`config.mk`:
```
export PLATFORM = sky130hd
export DESIGN_NAME = rms_peak_activity_gate_flat
export DESIGN_NICKNAME = d
export VERILOG_FILES = /design/src/sv/rpag_pkg.sv /design/src/sv/rpag_stream_if.sv /design/src/sv/rpag_ctrl.sv /design/src/sv/rpag_dp.sv /design/src/sv/rms_peak_activity_gate.sv /design/src/flat_wrapper.sv
export SDC_FILE = /design/constraint.sdc
export NUM_CORES = 1
export LEC_CHECK = 0
export BUFFER_PORTS_ARGS = -buffer_cell sky130_fd_sc_hd__clkbuf_2
export CAP_MARGIN = 15
export CORE_ASPECT_RATIO = 1.75
export CORE_UTILIZATION = 45
export CTS_CLUSTER_SIZE = 16
export DETAILED_ROUTE_END_ITERATION = 16
export SETUP_SLACK_MARGIN = 0.02
export SYNTH_ARGS = -nofsm -noshare
export SYNTH_HDL_FRONTEND = slang
export SYNTH_SLANG_ARGS = --single-unit
```
`constraint.sdc`:
```
create_clock -name clk -period 24.5 [get_ports clk]
set_input_delay 3.675 -clock clk [delete_from_list [all_inputs] [get_ports clk]]
set_output_delay 3.675 -clock clk [all_outputs]
set_load 0.02 [all_outputs]
```
`src/sv/rpag_pkg.sv`:
```
package rpag_pkg;

	localparam int SMP_W      = 16;
	localparam int LVL_W      = 16;
	localparam int SID_W      = 4;
	localparam int TS_W       = 48;
	localparam int SQ_W       = 2 * LVL_W;
	localparam int SQRT_STEPS = LVL_W;
	localparam int SREM_W     = LVL_W + 1;

	localparam logic REG_ACTIVE  = 1'b0;
	localparam logic REG_SILENCE = 1'b1;

	localparam logic [LVL_W-1:0] ACTIVE_RESET  = 16'd328;
	localparam logic [LVL_W-1:0] SILENCE_RESET = 16'd164;

	typedef struct packed {
		logic signed [SMP_W-1:0] sample_value;
		logic                    last_sample;
		logic [SID_W-1:0]        stream_id;
		logic [TS_W-1:0]         time_stamp;
	} sample_t;

	typedef struct packed {
		logic [SID_W-1:0] event_stream;
		logic [LVL_W-1:0] rms_value;
		logic [LVL_W-1:0] peak_value;
		logic [TS_W-1:0]  event_time;
	} event_t;

	typedef enum logic [6:0] {
		ST_ACC    = 7'b0000001,
		ST_FLUSH1 = 7'b0000010,
		ST_FLUSH2 = 7'b0000100,
		ST_LOAD   = 7'b0001000,
		ST_DIV    = 7'b0010000,
		ST_SQRT   = 7'b0100000,
		ST_DECIDE = 7'b1000000
	} state_t;

	typedef struct packed {
		logic take;
		logic load;
		logic div_step;
		logic sqrt_step;
		logic commit;
	} cmd_t;

	typedef struct packed {
		logic div_done;
		logic sqrt_done;
		logic audible;
		logic in_range;
		logic out_busy;
	} sts_t;

endpackage

```
`src/sv/rpag_stream_if.sv`:
```
interface rpag_stream_if #(
	parameter type T = logic
) ();
	logic valid;
	logic ready;
	T     data;

	modport source (output valid, output data, input ready);
	modport sink (input valid, input data, output ready);
endinterface

```
`src/sv/rpag_ctrl.sv`:
```
module rpag_ctrl
	import rpag_pkg::*;
(
	input  logic clk,
	input  logic arst_n,
	input  logic smp_valid,
	input  logic smp_last,
	input  sts_t sts,
	output logic smp_ready,
	output cmd_t cmd
);

	state_t state_q;
	state_t state_d;

	always_comb begin
		state_d       = state_q;
		smp_ready     = 1'b0;
		cmd           = '0;
		unique case (state_q)
			ST_ACC: begin
				smp_ready = 1'b1;
				cmd.take  = smp_valid;
				if (smp_valid && smp_last) begin
					state_d = ST_FLUSH1;
				end
			end
			ST_FLUSH1: begin
				state_d = ST_FLUSH2;
			end
			ST_FLUSH2: begin
				state_d = ST_LOAD;
			end
			ST_LOAD: begin
				cmd.load = 1'b1;
				state_d  = ST_DIV;
			end
			ST_DIV: begin
				cmd.div_step = 1'b1;
				if (sts.div_done) begin
					state_d = ST_SQRT;
				end
			end
			ST_SQRT: begin
				cmd.sqrt_step = 1'b1;
				if (sts.sqrt_done) begin
					state_d = ST_DECIDE;
				end
			end
			ST_DECIDE: begin
				// hold while an audible result would overwrite a pending word
				if (!(sts.in_range && sts.audible && sts.out_busy)) begin
					cmd.commit = 1'b1;
					state_d    = ST_ACC;
				end
			end
			default: begin
				state_d = ST_ACC;
			end
		endcase
	end

	always_ff @(posedge clk or negedge arst_n) begin
		if (!arst_n) begin
			state_q <= ST_ACC;
		end else begin
			state_q <= state_d;
		end
	end

endmodule

```
`src/sv/rpag_dp.sv`:
```
module rpag_dp
	import rpag_pkg::*;
#(
	parameter int NUM_STREAMS = 16,
	parameter int MAX_SAMPLES = 4096
) (
	input  logic             clk,
	input  logic             arst_n,
	input  sample_t          smp_data,
	input  cmd_t             cmd,
	input  logic [LVL_W-1:0] act_thr,
	input  logic [LVL_W-1:0] sil_thr,
	input  logic             evt_ready,
	output logic             evt_valid,
	output event_t           evt_data,
	output sts_t             sts
);

	localparam int TW    = $clog2(MAX_SAMPLES + 1);
	localparam int SUM_W = TW + SQ_W - 1;
	localparam int CNT_W = $clog2(SUM_W);

	logic [SMP_W-1:0]  raw;
	logic [LVL_W-1:0]  mag;
	logic              room;

	logic [LVL_W-1:0]  mag_s1;
	logic              take_s1;
	logic [SQ_W-1:0]   sq_s2;
	logic              take_s2;

	logic [SUM_W-1:0]  sum_q;
	logic [LVL_W-1:0]  peak_q;
	logic [TW-1:0]     tally_q;
	logic [SID_W-1:0]  sid_q;
	logic [TS_W-1:0]   ts_q;

	logic [TW-1:0]     dvs_q;
	logic [TW-1:0]     rem_q;
	logic [SUM_W-1:0]  quo_q;
	logic [LVL_W-1:0]  pk_q;
	logic [CNT_W-1:0]  cnt_q;
	logic [SREM_W-1:0] srem_q;
	logic [LVL_W-1:0]  root_q;

	logic [TW:0]       div_sh;
	logic              div_ge;
	logic [SREM_W+1:0] sq_sh;
	logic [SREM_W+1:0] sq_trial;
	logic              sq_ge;

	logic [NUM_STREAMS-1:0] flags_q;
	logic              flag_cur;
	logic              in_range;
	logic              audible;

	logic              out_valid_q;
	event_t            out_q;

	assign raw  = unsigned'(smp_data.sample_value);
	assign mag  = raw[SMP_W-1] ? (~raw + 16'd1) : raw;
	assign room = tally_q < TW'(MAX_SAMPLES);

	assign div_sh   = {rem_q, quo_q[SUM_W-1]};
	assign div_ge   = div_sh >= {1'b0, dvs_q};
	assign sq_sh    = {srem_q, quo_q[SQ_W-1:SQ_W-2]};
	assign sq_trial = {1'b0, root_q, 2'b01};
	assign sq_ge    = sq_sh >= sq_trial;

	assign in_range = 32'(sid_q) < 32'(NUM_STREAMS);

	always_comb begin
		flag_cur = 1'b0;
		for (int i = 0; i < NUM_STREAMS; i++) begin
			if (32'(sid_q) == 32'(i)) begin
				flag_cur = flags_q[i];
			end
		end
	end

	assign audible = flag_cur ? (root_q >= sil_thr) : (root_q >= act_thr);

	always_ff @(posedge clk or negedge arst_n) begin
		if (!arst_n) begin
			take_s1     <= 1'b0;
			take_s2     <= 1'b0;
			sum_q       <= '0;
			peak_q      <= '0;
			tally_q     <= '0;
			cnt_q       <= '0;
			flags_q     <= '0;
			out_valid_q <= 1'b0;
		end else begin
			take_s1 <= cmd.take && room;
			take_s2 <= take_s1;
			if (cmd.take && room) begin
				tally_q <= tally_q + TW'(1);
			end
			if (take_s1 && (mag_s1 > peak_q)) begin
				peak_q <= mag_s1;
			end
			if (take_s2) begin
				sum_q <= sum_q + SUM_W'(sq_s2);
			end
			if (cmd.load) begin
				sum_q   <= '0;
				peak_q  <= '0;
				tally_q <= '0;
				cnt_q   <= '0;
			end else if (cmd.div_step) begin
				cnt_q <= sts.div_done ? '0 : cnt_q + CNT_W'(1);
			end else if (cmd.sqrt_step) begin
				cnt_q <= cnt_q + CNT_W'(1);
			end
			if (cmd.commit && in_range) begin
				for (int i = 0; i < NUM_STREAMS; i++) begin
					if (32'(sid_q) == 32'(i)) begin
						flags_q[i] <= audible;
					end
				end
			end
			if (cmd.commit && in_range && audible) begin
				out_valid_q <= 1'b1;
			end else if (evt_ready) begin
				out_valid_q <= 1'b0;
			end
		end
	end

	always_ff @(posedge clk) begin
		mag_s1 <= mag;
		sq_s2  <= SQ_W'(mag_s1) * SQ_W'(mag_s1);
		if (cmd.take) begin
			sid_q <= smp_data.stream_id;
			ts_q  <= smp_data.time_stamp;
		end
		if (cmd.load) begin
			dvs_q  <= tally_q;
			rem_q  <= '0;
			quo_q  <= sum_q;
			pk_q   <= peak_q;
			srem_q <= '0;
			root_q <= '0;
		end else if (cmd.div_step) begin
			rem_q <= div_ge ? TW'(div_sh - {1'b0, dvs_q}) : div_sh[TW-1:0];
			quo_q <= {quo_q[SUM_W-2:0], div_ge};
		end else if (cmd.sqrt_step) begin
			srem_q <= sq_ge ? SREM_W'(sq_sh - sq_trial) : sq_sh[SREM_W-1:0];
			root_q <= {root_q[LVL_W-2:0], sq_ge};
			quo_q  <= {quo_q[SUM_W-3:0], 2'b00};
		end
		if (cmd.commit && in_range && audible) begin
			out_q.event_stream <= sid_q;
			out_q.rms_value    <= root_q;
			out_q.peak_value   <= pk_q;
			out_q.event_time   <= ts_q;
		end
	end

	assign sts.div_done  = cnt_q == CNT_W'(SUM_W - 1);
	assign sts.sqrt_done = cnt_q == CNT_W'(SQRT_STEPS - 1);
	assign sts.audible   = audible;
	assign sts.in_range  = in_range;
	assign sts.out_busy  = out_valid_q;

	assign evt_valid = out_valid_q;
	assign evt_data  = out_q;

endmodule

```
`src/sv/rms_peak_activity_gate.sv`:
```
// channel  dir  handshake       word
// smp      in   valid/ready     sample_t: sample, last marker, stream id, timestamp
// evt      out  valid/ready     event_t: stream, rms, peak, time
// apb      in   psel/penable    active_threshold at 0x0, silence_threshold at 0x4
//
// One sample per cycle within a buffer. After the last sample the input stalls for
// SUM_W + 20 cycles (64 at the default sizes): three to drain the square/accumulate
// pipeline, SUM_W for the bit-serial mean divider, 16 for the square root, one for
// the hysteresis update, longer if an event must wait for the output register.
// Reset clears accumulators, stream flags and thresholds to their defaults.
module rms_peak_activity_gate
	import rpag_pkg::*;
#(
	parameter int NUM_STREAMS = 16,
	parameter int MAX_SAMPLES = 4096
) (
	input  logic        clk,
	input  logic        arst_n,
	rpag_stream_if.sink   smp,
	rpag_stream_if.source evt,
	input  logic        psel,
	input  logic        penable,
	input  logic        pwrite,
	input  logic [2:0]  paddr,
	input  logic [31:0] pwdata,
	output logic [31:0] prdata,
	output logic        pready
);

	cmd_t             cmd;
	sts_t             sts;
	sample_t          smp_word;
	event_t           evt_word;
	logic [LVL_W-1:0] act_q;
	logic [LVL_W-1:0] sil_q;
	logic [LVL_W-1:0] rd_val;

	assign smp_word = smp.data;
	assign evt.data = evt_word;
	assign pready   = 1'b1;

	always_ff @(posedge clk or negedge arst_n) begin
		if (!arst_n) begin
			act_q <= ACTIVE_RESET;
			sil_q <= SILENCE_RESET;
		end else if (psel && penable && pwrite) begin
			unique case (paddr[2])
				REG_ACTIVE:  act_q <= pwdata[LVL_W-1:0];
				REG_SILENCE: sil_q <= pwdata[LVL_W-1:0];
				default:     act_q <= act_q;
			endcase
		end
	end

	always_comb begin
		unique case (paddr[2])
			REG_ACTIVE:  rd_val = act_q;
			REG_SILENCE: rd_val = sil_q;
			default:     rd_val = '0;
		endcase
	end

	assign prdata = 32'(rd_val);

	rpag_ctrl u_ctrl (
		.clk       (clk),
		.arst_n    (arst_n),
		.smp_valid (smp.valid),
		.smp_last  (smp_word.last_sample),
		.sts       (sts),
		.smp_ready (smp.ready),
		.cmd       (cmd)
	);

	rpag_dp #(
		.NUM_STREAMS (NUM_STREAMS),
		.MAX_SAMPLES (MAX_SAMPLES)
	) u_dp (
		.clk       (clk),
		.arst_n    (arst_n),
		.smp_data  (smp_word),
		.cmd       (cmd),
		.act_thr   (act_q),
		.sil_thr   (sil_q),
		.evt_ready (evt.ready),
		.evt_valid (evt.valid),
		.evt_data  (evt_word),
		.sts       (sts)
	);

`ifndef ASSERT_OFF
	a_last_stalls: assert property (@(posedge clk) disable iff (!arst_n)
		smp.valid && smp.ready && smp_word.last_sample |=> !smp.ready)
		else $error("input not held off after last sample");

	a_evt_from_commit: assert property (@(posedge clk) disable iff (!arst_n)
		$rose(evt.valid) |-> $past(cmd.commit))
		else $error("event raised without a hysteresis commit");

	a_evt_stream: assert property (@(posedge clk) disable iff (!arst_n)
		evt.valid |-> 32'(evt_word.event_stream) < 32'(NUM_STREAMS))
		else $error("event for a stream out of range");

	a_evt_levels: assert property (@(posedge clk) disable iff (!arst_n)
		evt.valid |-> evt_word.rms_value <= 16'd32768 && evt_word.peak_value <= 16'd32768)
		else $error("event level above full scale");
`endif

endmodule

```
`src/flat_wrapper.sv`:
```
// flat-port wrapper written by rule: the top's interface ports become plain ports
module rms_peak_activity_gate_flat import rpag_pkg::*;
#(
	parameter int NUM_STREAMS = 16,
	parameter int MAX_SAMPLES = 4096
)
  (clk, arst_n, psel, penable, pwrite, paddr, pwdata, prdata, pready, smp_valid, smp_data, smp_ready, evt_valid, evt_data, evt_ready);
  rpag_stream_if #(.T(sample_t)) smp_i ();
  rpag_stream_if #(.T(event_t)) evt_i ();
  input  logic clk;
  input  logic arst_n;
  input  logic psel;
  input  logic penable;
  input  logic pwrite;
  input  logic [2:0] paddr;
  input  logic [31:0] pwdata;
  output logic [31:0] prdata;
  output logic pready;
  input wire logic [$bits(smp_i.valid)-1:0] smp_valid;
  input wire logic [$bits(smp_i.data)-1:0] smp_data;
  output wire logic [$bits(smp_i.ready)-1:0] smp_ready;
  output wire logic [$bits(evt_i.valid)-1:0] evt_valid;
  output wire logic [$bits(evt_i.data)-1:0] evt_data;
  input wire logic [$bits(evt_i.ready)-1:0] evt_ready;
  assign smp_i.valid = smp_valid;
  assign smp_i.data = smp_data;
  assign smp_ready = smp_i.ready;
  assign evt_valid = evt_i.valid;
  assign evt_data = evt_i.data;
  assign evt_i.ready = evt_ready;
  rms_peak_activity_gate #(.NUM_STREAMS(NUM_STREAMS), .MAX_SAMPLES(MAX_SAMPLES)) u_core (.clk(clk), .arst_n(arst_n), .smp(smp_i), .evt(evt_i), .psel(psel), .penable(penable), .pwrite(pwrite), .paddr(paddr), .pwdata(pwdata), .prdata(prdata), .pready(pready));
endmodule
```
# After elaboration in Yosys (flattened, before gate mapping)
# Cells that the tools add are included.
[word_totals]
reg_bits = 440
in_bits = 111
output_inout_bits = 119
word_cells = 166
[op_classes]
add_sub_neg = 6
multipliers = 1
n_lt_le_gt_ge = 6
eq_ne = 28
n_mux = 48
n_bitwise = 3
n_reduce_logical = 33
[ops]
columns = ["cell", "count"]
rows = [
  ["$mux 44", 5],
  ["$pmux 7 s7", 1],
  ["$add 44x32->44", 1],
  ["$mux 13", 3],
  ["$reduce_and 2->1", 19],
  ["$eq 4x4->1 const B", 8],
  ["$ge 16x16->1", 2],
  ["$mul 16x16->32", 1],
  ["$mux 16", 2],
  ["$pmux 16 s2", 1],
  ["$mux 7", 4],
  ["$mux 1", 26],
  ["$mux 6", 4],
  ["$ge 19x18->1", 1],
  ["$mux 17", 1],
  ["$sub 17x17->17", 1],
  ["$add 16x1->16 const B", 1],
  ["$eq 4x3->1 const B", 4],
  ["$gt 16x16->1", 1],
  ["$not 16->16", 1],
  ["$mux 15", 1],
  ["$ge 14x13->1", 1],
  ["$add 13x1->13 const B", 1],
  ["$lt 13x13->1 const B", 1],
  ["other kinds (21)", 34],
]

# Depth between registers and ports, before layout
[depth]
word_depth = 23
depth_mapped = 25
mapped_depth_nobuf = 24

# By module
# Synthesis repeated with hierarchy kept, for this count alone.
[hier_totals]
hier_cells = 2656
area_unflattened_um2 = 28302.1
[modules_own_cells]
columns = ["module", "n_inst", "cells_per_inst", "area_per_inst_um2", "seq_area_each_um2"]
rows = [
  ["rpag_dp", 1, 2501, 26252.7, 10590.2],
  ["rms_peak_activity_gate", 1, 105, 1605.3, 808.3],
  ["rpag_ctrl", 1, 50, 444.2, 176.4],
]

# Worst setup path after synthesis
# Ideal clock, no wire load.
[synth_path]
kind = "input -> output"
from = "input paddr[2]"
to = "output prdata[11]"
t_arrival_ns = 4.497
required_time_ns = 20.825
slack_ns = 16.328
cell_stages = 3
n_path_buf = 2
cell_sequence = "clkbuf_1 > clkbuf_1 > o21ai_0"
[synth_via]
elab_chain_len = 2
[synth_rtl]
columns = ["element", "line_no", "rtl"]
rows = [
  ["start: declaration", "flat_wrapper.sv:15", "input logic [2:0] paddr;"],
  ["$not 1->1 (no line)", "n/a", ""],
  ["$pmux 16 s2 (*)", "rms_peak_activity_gate.sv:56", "unique case (paddr[2])"],
  ["end: declaration", "flat_wrapper.sv:17", "output logic [31:0] prdata;"],
]
# Mark *: on every way between the ends. The rest lies on a longest branch, timed or not.

# Final worst setup path
# Ends and elaborated chain as after synthesis.

==> flow_summary.json <==
{
  "final.setup.tns_ps": 0,
  "postCtsResizedCells": 0,
  "worstHoldStart": "u_core.u_dp.ts_q[37]",
  "final_hold_viol_count": 0,
  "grt_setup_unrepaired": "no",
  "insertion_delay_ps": 600,
  "clockPowerShare_pct": 14.8,
  "p_sw_share_pct": 43.4,
  "track_usage_pct": 20.1,
  "post_cts.repair.setup_buffers": 0,
  "portBuffers": 194,
  "hold_path_class": "reg -> reg",
  "ant_nets": 0,
  "grt_max_degree": 85,
  "synth-async-reset-ratio_pct": 31.2,
  "route.detailed.drc": 0,
  "slew_viol_final": 0,
  "run_status": "completed",
  "switching_power_mw": 1.89,
  "period_needed_ps": 8610,
  "wirelength_mm": 61.1,
  "p_leak_nw": 14.4,
  "powerDensity_nw_per_um2": 142,
  "dp_cells": 3526,
  "place_congestion": 0.861,
  "drv_cap": 0,
  "crit_type": "in -> out",
  "areaGrowthSynthToFinish_pct": 11.0,
  "cp_max_fo": 33,
  "drive_above_1_share_pct": 12.8,
  "rows": 119,
  "cp_common_cell": "clkbuf_2",
  "fillers": 5521,
  "ir_drop_v": 0.000176,
  "ctsRootBufferMaster": "clkbuf_16",
  "slew_headroom_pct": 25.7,
  "synthCells": 2623,
  "drtIter0Drc": 833,
  "ys.flop_type": "edfxtp_1",
  "cts_tree": "built",
  "grt_pass1_wl_mm": 101,
  "clock-sinks": 439,
  "antenna_found_initial": 0,
  "core-area_sq_um": 60500,
  "cp-end-kind": "output port",
  "r2r_slack_ps": 17010,
  "rr_worst_depth": 22,
  "synthesis.area_sq_um": 27700,
  "maxClockFrequency_ghz": 0.116,
  "synth_cell_type_count": 92,
  "holdPathStages": 0,
  "intPower_mw": 2.46,
  "crit_buf_inv": 2,
  "clock_skew_ps": 20.4,
  "dr.pass1.iters": 7,
  "fin_crit_sh_pct": 35.1,
  "n_antenna_cell": 0,
  "num_vias": 19200,
  "yosys_warnings": 0,
  "p_comb_share_pct": 61.5,
  "h-tree-depth": 2,
  "cts_hold_buf": 0,
  "r2r_end": "u_core.u_dp.sq_s2[31]",
  "path_clk_slew_ps": 60,
  "cp.arrival_ps": 4940,
  "setup_violations": 0,
  "numCtsBuffers": 43,
  "hpwlAfterDp_mm": 45.8,
  "cp_slowest_cell": "o21ai_0",
  "cp_data_required_time_ps": 20820,
  "ys_seq_elements": 439,
  "die_w_microns": 189,
  "seq_power_share_pct": 23.7,
  "slowest_delay_ps": 620,
  "min_to": "u_core.u_dp.evt_data[37]",
  "ioPinCount": 230,
  "dieArea_sq_um": 62500,
  "crit_family": "buffers and inverters",
  "worst_slew_pin_slew_ps": 1110,
  "final_nets": 3271,
  "synth-edff-count": 209,
  "initial_core_util_pct": 45.8,
  "crit_chain": "clkbuf_2 > o21ai_0 > clkbuf_2",
  "r2r-start": "u_core.u_dp.mag_s1[11]",
  "utilization_pct": 50.8,
  "vias_per_cell": 5.33,
  "overflow": 0,
  "cts_buffer_depth": 3,
  "stdcell_count": 3607,
  "grt_pass1_vias": 20400,
  "synth_area_per_cell_sq_um": 10.6,
  "ys_seq_area_share_pct": 41.8,
  "die_h_microns": 330,
  "post-layout-total-power_mw": 4.35,
  "wire_per_inst_microns": 16.9,
  "start_kind": "input pin"
}
-- flip-flops by register name (all words and copies together) (netlist names), 4 cells and up --
name                   cells
u_core.sil_q              16
u_core.u_dp.evt_data      84
u_core.act_q              16
u_core.u_dp.mag_s1        16
u_core.u_dp.sid_q          4
u_core.u_dp.dvs_q         13
u_core.u_dp.tally_q       13
u_core.u_dp.root_q        16
u_core.u_dp.sq_s2         31
u_core.u_ctrl.state_q      7
u_core.u_dp.sum_q         44
u_core.u_dp.rem_q         13
u_core.u_dp.cnt_q          6
u_core.u_dp.peak_q        16
u_core.u_dp.ts_q          48
u_core.u_dp.flags_q       16
u_core.u_dp.srem_q        17
u_core.u_dp.pk_q          16
u_core.u_dp.quo_q         44
-- metal layers --
metal	vias to the layer above	global-route usage, %	routed length [microns]
li1	9239	-	-
met1	9458	20.3	22200
met2	392	40.5	34600
met3	147	2.37	1980
met4	0	8.50	2390
met5	-	0	0
-- cell families (layout without fill, tap and decap cells) --
logic type               after synthesis  count (layout)  share of synthesized area [%]
buffers and inverters                458             641                           6.55
adder cells (fa/ha/maj)              374             374                           21.4
AND/OR/NAND/NOR                      668             668                           11.6
AO/OA/AOI/OAI                        472             472                           11.3
XOR/XNOR                             104             104                           3.29
other                                  2              17                         0.0271
multiplexers                         106             106                           4.09
flip-flops                           439             439                           41.8
-- how the worst max path moves through the flow --
stage / start / to / slack [ps] / cells after the start
6_report: paddr[2] / prdata[11] / 15890 / 3
5_1_grt: paddr[2] / prdata[11] / 15890 / 3
4_1_cts: paddr[2] / prdata[11] / 15910 / 3
3_5_place_dp: paddr[2] / prdata[11] / 15910 / 3
3_3_place_gp: paddr[2] / prdata[11] / 15930 / 3
2_1_floorplan: paddr[2] / prdata[11] / 16330 / 3
-- cell usage in the layout (no fill, tap or decap), types with 23 or more instances in the layout --
master     instances
dfxtp_1           93
a21o_1            51
xor2_1            36
fa_1             165
nand2_1          265
o21ai_0           96
and2_1            54
nor2_1           128
mux2i_1           67
xnor2_1           68
ha_1             209
nor3_1            28
inv_1            350
or3_1             23
a211oi_1          25
a21oi_1          117
dfrtp_1          130
clkbuf_16         44
nor2b_1           32
a22oi_1           43
a31oi_1           25
mux2_2            37
nand3_1           34
edfxtp_1         209
clkbuf_2         193
-- final cells by class --
cell class              instances  area [sq um]  area share [%]
flip-flops and latches        439         11600            37.7
repair buffers                209          1090            3.55
clock buffers                  53          1160            3.79
multi-input cells            1741         14400            46.8
well taps                     786           983            3.20
inverters                     352          1330            4.32
clock inverters                27           205           0.668
-- metrics by stage --
step | hold slack [ps] | instance area, sq um | setup slack [ps]
finish | 413 | 30700 | 15890
global route | 422 | 30700 | 15890
CTS | 406 | 30700 | 15910
detailed placement | 405 | 29300 | 15910
global placement | 401 | 29300 | 15930
floorplan | 348 | 27700 | 16330
-- synthesized netlist by cell type, types with 37 or more instances --
cell	number	area share, %
ha_1	209	9.4
edfxtp_1	209	23
nand2_1	265	3.6
xnor2_1	68	2.2
and2_1	55	1.2
a21o_1	51	1.4
mux2i_1	67	2.4
fa_1	165	12
o21ai_0	96	1.7
dfxtp_1	93	6.7
mux2_2	37	1.5
nor2_1	129	1.7
a21oi_1	117	2.1
clkbuf_1	71	0.96
dfrtp_1	130	12
inv_1	350	4.7
a22oi_1	43	1.2
-- power groups by stage --
| stage | logic (mW) | registers [mW] | clock network [mW] |
|---|---|---|---|
| after floorplan | 2.13 | 0.999 | 0 |
| after global placement | 2.65 | 1.04 | 0 |
| after detailed placement | 2.69 | 1.05 | 0 |
| after CTS | 2.71 | 1.03 | 0.667 |
| after global routing | 3.08 | 1.05 | 0.692 |
| final | 2.68 | 1.03 | 0.646 |
No activity file was read; power rests on OpenSTA's default activity.
